### config.mk
export PLATFORM = sky130hd
export DESIGN_NAME = combined_lcg_shuffle_rng
export DESIGN_NICKNAME = d
export VERILOG_FILES = /design/src/rtl/core/clsr_pkg.sv /design/src/rtl/core/combined_lcg_shuffle_rng.sv /design/src/rtl/core/clsr_ram.sv
export VERILOG_INCLUDE_DIRS = /design/src /design/src/rtl/core
export SDC_FILE = /design/constraint.sdc
export NUM_CORES = 2
export LEC_CHECK = 0
export BUFFER_PORTS_ARGS = -buffer_cell sky130_fd_sc_hd__buf_2
export CAP_MARGIN = 0
export CORE_MARGIN = 2
export CORE_UTILIZATION = 45
export DETAILED_ROUTE_END_ITERATION = 10
export GPL_ROUTABILITY_DRIVEN = 0
export GPL_TIMING_DRIVEN = 0
export PLACE_DENSITY = 0.6
export RECOVER_POWER = 100
export SETUP_SLACK_MARGIN = 0.1
export SLEW_MARGIN = 20
export SYNTH_ARGS = -nofsm -noshare
export SYNTH_HDL_FRONTEND = slang
export SYNTH_HIERARCHICAL = 1
export SYNTH_SLANG_ARGS = --single-unit
### constraint.sdc
create_clock -name aclk -period 11.15 [get_ports aclk]
set_clock_uncertainty 0.1 [all_clocks]
set_input_delay 0.5575 -clock aclk [delete_from_list [all_inputs] [get_ports aclk]]
set_output_delay 0.5575 -clock aclk [all_outputs]
set_load 0.01 [all_outputs]
### src/rtl/core/combined_lcg_shuffle_rng_defines.svh
// Assertion macros shared by the random number generator RTL.
`ifndef COMBINED_LCG_SHUFFLE_RNG_DEFINES_SVH
`define COMBINED_LCG_SHUFFLE_RNG_DEFINES_SVH
`ifndef NO_ASSERTIONS
`define CLSR_ASSERT(lbl, prop, msg) \
    lbl: assert property (@(posedge aclk) disable iff (!aresetn) prop) else $error(msg);
`define CLSR_ASSERT_NEXT(lbl, ante, cons, msg) \
    lbl: assert property (@(posedge aclk) disable iff (!aresetn) (ante) |=> (cons)) \
        else $error(msg);
`else
`define CLSR_ASSERT(lbl, prop, msg)
`define CLSR_ASSERT_NEXT(lbl, ante, cons, msg)
`endif
`endif

### src/rtl/core/clsr_pkg.sv
// Constants and types of the combined congruential generator with shuffle table.
package clsr_pkg;

    localparam int TABLE_DEPTH = 32;
    localparam int SLOT_W      = $clog2(TABLE_DEPTH);
    localparam int CNT_W       = $clog2(TABLE_DEPTH + 8);
    localparam int VAL_W       = 31;
    localparam int MUL_B_W     = 16;
    localparam int PROD_W      = VAL_W + MUL_B_W;
    localparam int RECIP_SHIFT = 40;
    localparam int Q_W         = PROD_W - RECIP_SHIFT;

    localparam logic [VAL_W-1:0]   MOD1         = 31'd2147483563;
    localparam logic [VAL_W-1:0]   MOD2         = 31'd2147483399;
    localparam logic [MUL_B_W-1:0] MULT1        = 16'd40014;
    localparam logic [MUL_B_W-1:0] MULT2        = 16'd40692;
    localparam logic [VAL_W-1:0]   SECOND_RESET = 31'd123456789;
    localparam logic [VAL_W-1:0]   MAXOUT       = MOD1 - 31'd1;

    localparam logic [7:0] FOLD_C1 = 8'(32'h8000_0000 - 32'(MOD1));
    localparam logic [7:0] FOLD_C2 = 8'(32'h8000_0000 - 32'(MOD2));

    localparam logic [VAL_W-1:0]   SLOT_DIV = 31'(1 + MAXOUT / TABLE_DEPTH);
    localparam logic [MUL_B_W-1:0] RECIP    = 16'((64'd1 << RECIP_SHIFT) / 64'(SLOT_DIV));

    typedef enum logic [13:0] {
        ST_IDLE    = 14'b00000000000001,
        ST_RS_MUL  = 14'b00000000000010,
        ST_RS_FOLD = 14'b00000000000100,
        ST_RS_FIN  = 14'b00000000001000,
        ST_D1_MUL  = 14'b00000000010000,
        ST_D1_FOLD = 14'b00000000100000,
        ST_D1_FIN  = 14'b00000001000000,
        ST_D2_MUL  = 14'b00000010000000,
        ST_D2_FOLD = 14'b00000100000000,
        ST_D2_FIN  = 14'b00001000000000,
        ST_Q_MUL   = 14'b00010000000000,
        ST_Q_MUL2  = 14'b00100000000000,
        ST_Q_FIX   = 14'b01000000000000,
        ST_RES     = 14'b10000000000000
    } state_t;

endpackage

### src/rtl/core/combined_lcg_shuffle_rng.sv
// Top level of the combined congruential generator with Bays-Durham shuffle table.
// Draws run in sequence through one shared 31x16 multiplier, which steps both generators and the slot,
// and one modular folder for both generators; a new request is taken only once the draw is back in idle.
// A reseed first runs a warm-up of the first generator through the same unit, which fills the table.
// aresetn (synchronous) restores the generators and prev_out; table valid bits make
// every entry read as zero until it is written.
`include "combined_lcg_shuffle_rng_defines.svh"
module combined_lcg_shuffle_rng (
    input  logic        aclk,
    input  logic        aresetn,
    input  logic        s_valid,
    output logic        s_ready,
    input  logic        s_cmd,
    input  logic [30:0] s_seed,
    output logic        m_valid,
    input  logic        m_ready,
    output logic [30:0] m_value
);

    localparam int VW = clsr_pkg::VAL_W;
    localparam int PW = clsr_pkg::PROD_W;
    localparam int SW = clsr_pkg::SLOT_W;
    localparam int CW = clsr_pkg::CNT_W;
    localparam int QW = clsr_pkg::Q_W;
    localparam int BW = clsr_pkg::MUL_B_W;

    clsr_pkg::state_t state_reg, state_next;

    logic [VW-1:0]   first_gen_reg, first_gen_next;
    logic [VW-1:0]   second_gen_reg, second_gen_next;
    logic [VW-1:0]   prev_out_reg, prev_out_next;
    logic [VW-1:0]   value_reg, value_next;
    logic            m_valid_reg, m_valid_next;
    logic [CW-1:0]   cnt_reg, cnt_next;
    logic [PW-1:0]   prod_reg, prod_next;
    logic [31:0]     sum_reg, sum_next;
    logic [QW-1:0]   q0_reg, q0_next;
    logic [SW-1:0]   slot_reg, slot_next;
    logic [clsr_pkg::TABLE_DEPTH-1:0] tbl_valid_reg, tbl_valid_next;
    logic            valid_rd_reg;

    logic [VW-1:0]   mul_a;
    logic [BW-1:0]   mul_b;
    logic            use_gen2;
    logic [7:0]      fold_c;
    logic [VW-1:0]   fold_mod;
    logic [31:0]     fin_sum;
    logic [VW-1:0]   fin_res;
    logic [31:0]     rem_val;
    logic [QW-1:0]   q_fix;
    logic [SW-1:0]   slot_calc;
    logic            ram_we;
    logic [SW-1:0]   ram_waddr;
    logic [VW-1:0]   ram_wdata;
    logic [SW-1:0]   ram_raddr;
    logic [VW-1:0]   ram_rdata;
    logic [VW-1:0]   tbl_val;
    logic [31:0]     diff;
    logic            out_free;

    clsr_ram #(
        .WIDTH(VW),
        .DEPTH(clsr_pkg::TABLE_DEPTH)
    ) u_table (
        .aclk (aclk),
        .we   (ram_we),
        .waddr(ram_waddr),
        .wdata(ram_wdata),
        .raddr(ram_raddr),
        .rdata(ram_rdata)
    );

    assign s_ready  = (state_reg == clsr_pkg::ST_IDLE);
    assign m_valid  = m_valid_reg;
    assign m_value  = value_reg;
    assign out_free = !m_valid_reg || m_ready;

    always_comb begin
        unique case (state_reg)
            clsr_pkg::ST_D2_MUL: begin
                mul_a = second_gen_reg;
                mul_b = clsr_pkg::MULT2;
            end
            clsr_pkg::ST_Q_MUL: begin
                mul_a = prev_out_reg;
                mul_b = clsr_pkg::RECIP;
            end
            clsr_pkg::ST_Q_MUL2: begin
                mul_a = clsr_pkg::SLOT_DIV;
                mul_b = BW'(prod_reg[PW-1:clsr_pkg::RECIP_SHIFT]);
            end
            default: begin
                mul_a = first_gen_reg;
                mul_b = clsr_pkg::MULT1;
            end
        endcase
    end

    assign use_gen2 = (state_reg == clsr_pkg::ST_D2_FOLD) || (state_reg == clsr_pkg::ST_D2_FIN);
    assign fold_c   = use_gen2 ? clsr_pkg::FOLD_C2 : clsr_pkg::FOLD_C1;
    assign fold_mod = use_gen2 ? clsr_pkg::MOD2 : clsr_pkg::MOD1;
    assign prod_next = PW'(mul_a) * PW'(mul_b);
    assign sum_next  = {1'b0, prod_reg[VW-1:0]} + 32'(prod_reg[PW-1:VW]) * 32'(fold_c);
    assign fin_sum   = {1'b0, sum_reg[VW-1:0]} + (sum_reg[31] ? 32'(fold_c) : 32'd0);
    assign fin_res   = (fin_sum >= {1'b0, fold_mod}) ? VW'(fin_sum - {1'b0, fold_mod})
                                                     : fin_sum[VW-1:0];

    assign rem_val   = {1'b0, prev_out_reg} - prod_reg[31:0];
    assign q_fix     = (rem_val >= {1'b0, clsr_pkg::SLOT_DIV}) ? q0_reg + QW'(1) : q0_reg;
    assign slot_calc = (q_fix >= QW'(clsr_pkg::TABLE_DEPTH)) ? SW'(clsr_pkg::TABLE_DEPTH - 1)
                                                               : q_fix[SW-1:0];
    assign ram_raddr = (state_reg == clsr_pkg::ST_Q_FIX) ? slot_calc : slot_reg;

    assign tbl_val = valid_rd_reg ? ram_rdata : '0;
    assign diff    = {1'b0, tbl_val} - {1'b0, second_gen_reg};

    always_comb begin
        state_next      = state_reg;
        first_gen_next  = first_gen_reg;
        second_gen_next = second_gen_reg;
        prev_out_next   = prev_out_reg;
        value_next      = value_reg;
        m_valid_next    = m_valid_reg && !m_ready;
        cnt_next        = cnt_reg;
        q0_next         = q0_reg;
        slot_next       = slot_reg;
        tbl_valid_next  = tbl_valid_reg;
        ram_we          = 1'b0;
        ram_waddr       = slot_reg;
        ram_wdata       = first_gen_reg;
        unique case (state_reg)
            clsr_pkg::ST_IDLE: begin
                if (s_valid) begin
                    if (s_cmd) begin
                        first_gen_next = (s_seed == '0) ? VW'(1) : s_seed;
                        cnt_next       = CW'(clsr_pkg::TABLE_DEPTH + 7);
                        state_next     = clsr_pkg::ST_RS_MUL;
                    end else begin
                        state_next = clsr_pkg::ST_D1_MUL;
                    end
                end
            end
            clsr_pkg::ST_RS_MUL:  state_next = clsr_pkg::ST_RS_FOLD;
            clsr_pkg::ST_RS_FOLD: state_next = clsr_pkg::ST_RS_FIN;
            clsr_pkg::ST_RS_FIN: begin
                first_gen_next = fin_res;
                if (cnt_reg < CW'(clsr_pkg::TABLE_DEPTH)) begin
                    ram_we    = 1'b1;
                    ram_waddr = cnt_reg[SW-1:0];
                    ram_wdata = fin_res;
                    tbl_valid_next[cnt_reg[SW-1:0]] = 1'b1;
                end
                if (cnt_reg == '0) begin
                    prev_out_next = fin_res;
                    state_next    = clsr_pkg::ST_D1_MUL;
                end else begin
                    cnt_next   = cnt_reg - CW'(1);
                    state_next = clsr_pkg::ST_RS_MUL;
                end
            end
            clsr_pkg::ST_D1_MUL:  state_next = clsr_pkg::ST_D1_FOLD;
            clsr_pkg::ST_D1_FOLD: state_next = clsr_pkg::ST_D1_FIN;
            clsr_pkg::ST_D1_FIN: begin
                first_gen_next = fin_res;
                state_next     = clsr_pkg::ST_D2_MUL;
            end
            clsr_pkg::ST_D2_MUL:  state_next = clsr_pkg::ST_D2_FOLD;
            clsr_pkg::ST_D2_FOLD: state_next = clsr_pkg::ST_D2_FIN;
            clsr_pkg::ST_D2_FIN: begin
                second_gen_next = fin_res;
                state_next      = clsr_pkg::ST_Q_MUL;
            end
            clsr_pkg::ST_Q_MUL: state_next = clsr_pkg::ST_Q_MUL2;
            clsr_pkg::ST_Q_MUL2: begin
                q0_next    = prod_reg[PW-1:clsr_pkg::RECIP_SHIFT];
                state_next = clsr_pkg::ST_Q_FIX;
            end
            clsr_pkg::ST_Q_FIX: begin
                slot_next  = slot_calc;
                state_next = clsr_pkg::ST_RES;
            end
            clsr_pkg::ST_RES: begin
                if (out_free) begin
                    ram_we    = 1'b1;
                    ram_waddr = slot_reg;
                    ram_wdata = first_gen_reg;
                    tbl_valid_next[slot_reg] = 1'b1;
                    if (diff[31] || (diff == '0)) begin
                        value_next = VW'(diff + {1'b0, clsr_pkg::MAXOUT});
                    end else begin
                        value_next = diff[VW-1:0];
                    end
                    prev_out_next = value_next;
                    m_valid_next  = 1'b1;
                    state_next    = clsr_pkg::ST_IDLE;
                end
            end
            default: state_next = clsr_pkg::ST_IDLE;
        endcase
    end

    always_ff @(posedge aclk) begin
        if (!aresetn) begin
            state_reg      <= clsr_pkg::ST_IDLE;
            first_gen_reg  <= VW'(1);
            second_gen_reg <= clsr_pkg::SECOND_RESET;
            prev_out_reg   <= '0;
            m_valid_reg    <= 1'b0;
            tbl_valid_reg  <= '0;
        end else begin
            state_reg      <= state_next;
            first_gen_reg  <= first_gen_next;
            second_gen_reg <= second_gen_next;
            prev_out_reg   <= prev_out_next;
            m_valid_reg    <= m_valid_next;
            tbl_valid_reg  <= tbl_valid_next;
        end
    end

    always_ff @(posedge aclk) begin
        value_reg    <= value_next;
        cnt_reg      <= cnt_next;
        prod_reg     <= prod_next;
        sum_reg      <= sum_next;
        q0_reg       <= q0_next;
        slot_reg     <= slot_next;
        valid_rd_reg <= tbl_valid_reg[ram_raddr];
    end

    `CLSR_ASSERT(a_slot_in_range, (state_reg == clsr_pkg::ST_Q_FIX) |-> (q_fix < QW'(clsr_pkg::TABLE_DEPTH)), "Slot quotient out of range.")
    `CLSR_ASSERT(a_value_range, m_valid_reg |-> ((value_reg != '0) && (value_reg <= clsr_pkg::MAXOUT)), "Output value out of range.")
    `CLSR_ASSERT_NEXT(a_gen2_reduced, state_reg == clsr_pkg::ST_D2_FIN, second_gen_reg < clsr_pkg::MOD2, "Second generator not reduced.")
    `CLSR_ASSERT_NEXT(a_busy_after_accept, s_valid && s_ready, state_reg != clsr_pkg::ST_IDLE, "Transaction accepted but sequencer idle.")

endmodule

### src/rtl/core/clsr_ram.sv
// Generic single-write, single-read RAM with registered read data.
module clsr_ram #(
    parameter int WIDTH = 31,
    parameter int DEPTH = 32
) (
    input  logic                     aclk,
    input  logic                     we,
    input  logic [$clog2(DEPTH)-1:0] waddr,
    input  logic [WIDTH-1:0]         wdata,
    input  logic [$clog2(DEPTH)-1:0] raddr,
    output logic [WIDTH-1:0]         rdata
);

    logic [WIDTH-1:0] mem [DEPTH];

    always_ff @(posedge aclk) begin
        if (we) begin
            mem[waddr] <= wdata;
        end
        rdata <= mem[raddr];
    end

endmodule
* Word level (Yosys, flattened, before mapping)
Memories as Yosys holds them, arrays and structs flattened. A register that Yosys moved wholly into a read port is not among the register bits. Cells that the tools add are included.
Operators by class: add/subtract/negate cells 8, $mul 2, order comparisons 9, eq/ne operators 20, multiplexer cells 47, bitwise logic cells 2, reduce and logical (&&, ||, !) cells 21
Operators with widths (count):
- $mux 31 | 10
- $pmux 14 s14 | 1
- $pmux 31 s2 | 2
- $pmux 31 s3 | 1
- $mux 32 | 2
- $or 32x32->32 | 2
- $pmux 32 s2 | 1
- $pmux 16 s3 | 1
- $mul 31x16->47 | 1
- $add 31x24->32 | 1
- $add 31x8->32 | 1
- $ge 32x26->1 const B | 1
- $ge 32x31->1 | 1
- $logic_not 32->1 | 1
- $sub 31x31->32 | 1
- $sub 31x32->32 | 1
- $add 31x31->31 const B | 1
- $logic_not 31->1 | 1
- $sub 31x31->31 | 1
- $mux 5 | 6
- $mux 14 | 2
- $mul 16x8->24 | 1
- $mux 8 | 3
- $lt 5x6->1 const B | 3
- 37 further kinds | 63
Storage, ports and cells: register bits 269, RAM bits 992, input bits 36, memories kept 1
Memory list:
- u_table.mem | depth 32, width 31, read ports 1, clocked after Yosys merged registers in 1, wr ports 1, line clsr_ram.sv:14 | logic [WIDTH-1:0] mem [DEPTH];

* Logic depth before layout (Yosys ltp)
word-level depth 9, gate-level depth with buffers 41

* By module
The synthesis kept the hierarchy.
Modules (own cells, without submodules):
- clsr_ram | times used 1, cells an instance 2193, area an instance 39162.6 sq um, seq. area each 30409.2 sq um
- combined_lcg_shuffle_rng | times used 1, cells an instance 4235, area an instance 34901.0 sq um, seq. area each 5825.6 sq um

* Worst setup path after synthesis
Ideal clock, no wire load.
path type reg-to-reg, start point register state_reg[4], end point register prod_reg[46], library setup time 0.122 ns, arrival 9.147 ns, data required time 10.928 ns, setup slack 1.780 ns, cell stages (with the launch flop) 39, buffers on the path 4, cells stage by stage dfxtp_1 > nor2_1 > nand2_1 > nor3_1 > nand2_1 > or3_1 > nor3_1 > clkbuf_1 > clkbuf_1 > buf_1 > nand2_1 > nand4_1 > nand2_1 > fa_1 > fa_1 > fa_1 > inv_1 > fa_1 > [3 not listed] > inv_1 > ha_1 > clkbuf_1 > a211oi_1 > o21bai_1 > a211oi_1 > o21ai_0 > a221o_1 > a41o_1 > a41o_1 > o41ai_1 > o31a_1 > o211ai_1 > and2_1 > a41o_1 > nand2_1 > o21ai_0 > xnor2_1
Between the ends: word-level cells in the longest chain between the ends 3, elaborated cells between the ends (all ways) 6, those cells by class 1 x mul; 3 x eq/ne; 2 x mux
Ends and longest elaborated chain:
- start: declaration | line combined_lcg_shuffle_rng.sv:27 | clsr_pkg::state_t state_reg, state_next;
- start signal: assignment | line combined_lcg_shuffle_rng.sv:204 | state_reg <= clsr_pkg::ST_IDLE;
- start signal: assignment | line combined_lcg_shuffle_rng.sv:211 | state_reg <= state_next;
- $eq 14x12->1 (tied with other cells) | line combined_lcg_shuffle_rng.sv:79 | unique case (state_reg)
- $pmux 31 s3 / $pmux 16 s3 (equally long branches) | line combined_lcg_shuffle_rng.sv:79
- $mul 31x16->47 * | line combined_lcg_shuffle_rng.sv:102 | assign prod_next = PW'(mul_a) * PW'(mul_b);
- net prod_next[46] | line combined_lcg_shuffle_rng.sv:35 | logic [PW-1:0] prod_reg, prod_next;
- end signal: assignment | line combined_lcg_shuffle_rng.sv:223 | prod_reg <= prod_next;
- end: declaration | line combined_lcg_shuffle_rng.sv:35
The timed path passes the listed nets; every way through them passes the cells marked *. A chain may end at the register's enable or synchronous reset.

* Worst setup path after layout
start point register state_reg[0], end point register prod_reg[46]
Same word-level chain as after synthesis.

==> summary.md <==
| Metric | Value |
|---|---|
| Status | completed |
| Critical Path End Type | flip-flop |
| Gr ovfl total | 0 |
| Hold path start | s_seed[13] |
| Worst Slack Setup Final | 521 ps |
| Leak | between 30 and 40 nW |
| Final Hold Viols | 0 |
| # rows | approximately 150 |
| Startpoint Class | flip-flop |
| Cell area after layout | 83600 um2 |
| Clk Latency, worst-skew pair | 790 ps |
| Post-detailed-route wirelength per cell | 25.7 um |
| H-tree Lvls | 4 |
| Pwr Density | 215 nW/um2 |
| First-pass GRT wire length | 338000 um |
| Max Freq | approximately 94 MHz |
| Via/cell ratio | 5.82 |
| Nets | between 7000 and 8000 |
| Starting Density | 45.4% |
| Worst hold-check path type | input pin to flip-flop |
| Worst IR Drop VDD | 0.346 mV |
| Syn Std Cell Area | 74100 um2 |
| CP max stage delay | approximately 700 ps |
| DR WL met3 | 21000 um |
| DRT Pass-1 Iters | 8 |
| Cts bufs inserted | 139 |
| CTS tree | yes |
| Die area | 168000 um2 |
| Final HPWL DP | 180000 um |
| Layout cells sized above 1 | 7.83% |
| Max reg flops | 992 |
| Async SR Flop Fraction | 0% |
| Clock root cell | clkbuf_16 |
| CP top delay family | compound AO/OA/AOI/OAI gates |
| Drt total wl | 232000 um |
| Mapped Cells | approximately 6400 |
| CTS Sinks | 1292 |
| Syn avg cell area | 11.5 um2 |
| Critical path type | flip-flop to flip-flop |
| ANT nets after route | 0 |
| # IOs | 69 |
| Worst setup startpoint | state_reg[0] |
| Crit-path slowest cell | o21ai_2 |
| Hold Slack | 74.1 ps |
| DRC viols | 0 |
| Crit share post-route | 95.3% |
| Slew Viols, Final | 0 |
| Die X | just over 400 um |
| Post-Route M1 WL | between 90000 and 100000 um |
| Sequential element share of the synthesized area | between 40% and 50% |
| Max FO, Critical Path | 10 |
| Final setup TNS | 0 ps |
| Tot GR Track Use | 27.4% |
| Most frequent cells in the layout | edfxtp_1 (1036), inv_1 (729), nand2_1 (521) |
| Inst Count DP | 8738 |
| Most common cell after layout, fill and taps aside | edfxtp_1 |
| DR WL met2 | 102000 um |
| Max Cap Viol | 0 |
| Worst R2R Start | state_reg[0] |
| CORE AREA | around 160000 um2 |
| Post-synth EDFFs | 1036 |
| Buf/Inv on CP | 6 |
| Initial antenna violation count | 4 |
| Vias | ~52000 |
| Main synth FF type | edfxtp_1 |
| Synth-to-layout area growth | 12.9% |
| Yosys cell types | 101 |
| Number of global-route vias before repair | approximately 50000 |
| Critical path arrival | 11160 ps |
| Maximum number of pins on one net before global-route repair | 41 |
| Deepest clock path buffer count | 3 |
| Synthesized flop and latch total | roughly 1300 |
| Normalized max-slew margin | 3.19% |
| PortBufs | 68 |
| Synth warn | 6 |
| DRT iter0 DRCs | 5848 |
| Fill count | 14200 |
| DR top layer | met5 |
| Crit path time final | about 11000 ps |
| Worst-margin pin slew | 1450 ps |
| Die Ht | 410 um |
| Dpl cell area | 79000 um2 |
| Final Non-Filler Cells | 9002 |
| Dpl ws | -716 ps |
| Clk pin slew, worst setup/hold paths | about 60 ps |
| CP required | 11690 ps |
| Setup-failing EPs final | 0 |
| Most used cell along the critical path | fa_1 |
==> report_power, final <==
| part | switching [mW] | internal, mW |
|---|---|---|
| Sequential | 0.265 | 5.54 |
| Clock | 1.97 | 2.56 |
| Combinational | 4.78 | 2.85 |
| Total | 7.02 | 10.9 |
==> metrics by stage <==
stage / utilization (%) / total power, mW
2_1_floorplan: - / 11.0
3_3_place_gp: 47.3 / 13.3
3_5_place_dp: 48.4 / 13.4
4_1_cts: 51.2 / 18.0
5_1_grt: 51.3 / 19.2
6_report: 51.3 / 18.0
==> tightest hold or removal path: stages <==
cell and delay [ps]:
buf_2 130, mux2i_1 130, a211oi_1 80
==> path summary, 6_finish.rpt <==
path / endpoint / cells after the start / slack (ps)
hold reg to reg: tbl_valid_reg[28] / 2 / 370
setup reg to reg: prod_reg[46] / 34 / 520
hold / removal: first_gen_reg[13] / 3 / 70
setup / recovery: prod_reg[46] / 34 / 520
==> cell families (layout without fill, tap and decap cells) <==
family          Yosys count  in the layout  synth area share, %
simple gates           1653           1653                 10.4
flops                  1292           1292                 48.9
compound gates         1045           1045                 9.50
buf+inv                1010           1395                 5.45
fa+ha+maj               744            744                 16.8
mux                     514            514                 6.96
xor+xnor                168            168                 1.99
other cells               2             16               0.0101
==> synthesized netlist by cell type (all sizes together) (9+ instances only) <==
library cell	number	share of area [%]
a31oi	45	0.39
nor2	447	2.3
or3	21	0.18
buf	95	0.80
a22oi	110	1.1
a21oi	305	2.1
or2	16	0.14
xnor2	111	1.3
inv	731	3.7
nor3b	18	0.18
nand3b	16	0.16
o21ai	142	0.97
clkbuf	183	0.94
and2	76	0.64
ha	326	5.5
nand2	535	2.7
o31ai	41	0.42
nand3	203	1.4
fa	418	11
o211a	11	0.15
a32oi	10	0.12
nor2b	46	0.39
xor2	57	0.67
a2111oi	16	0.22
and3	30	0.25
a211oi	56	0.57
mux2i	509	6.9
o211ai	55	0.56
nor4	29	0.27
nand2b	34	0.29
a22o	62	0.73
o21a	35	0.35
a21o	49	0.50
edfxtp	1036	42
o21bai	13	0.13
nand4	60	0.51
dfxtp	256	6.9
a21boi	9	0.091
a211o	10	0.12
nor3	95	0.66
==> repair_timing <==
item | 4_1_cts | 5_1_grt
gates resized for setup | 12 | 39
buffers inserted | 3 | 1
pin swaps | 0 | 2
hold buffers | 1 | 0
setup endpoints to repair | 14 | 15
endpoints found under the hold margin | 1 | 0
==> layout make-up <==
class | instances | area, um2 | area share, %
Sequential cell | 1292 | 36200 | 43.3
Multi-Input combinational cell | 4132 | 34400 | 41.1
Clock buffer | 173 | 3680 | 4.40
Inverter | 732 | 2750 | 3.29
Tap cell | 2175 | 2720 | 3.25
Timing Repair Buffer | 134 | 1740 | 2.08
Buffer | 277 | 1310 | 1.57
Clock inverter | 79 | 783 | 0.937
Antenna cell | 8 | 20.0 | 0.0239
==> per-layer routing <==
layer  global-route usage (%)  vias to the layer above
met3                     5.54                      511
met5                        0                        -
li1                         -                    23300
met2                     41.4                     2428
met4                     13.6                        6
met1                     37.7                    26200
No activity file was read; power rests on OpenSTA's default activity.
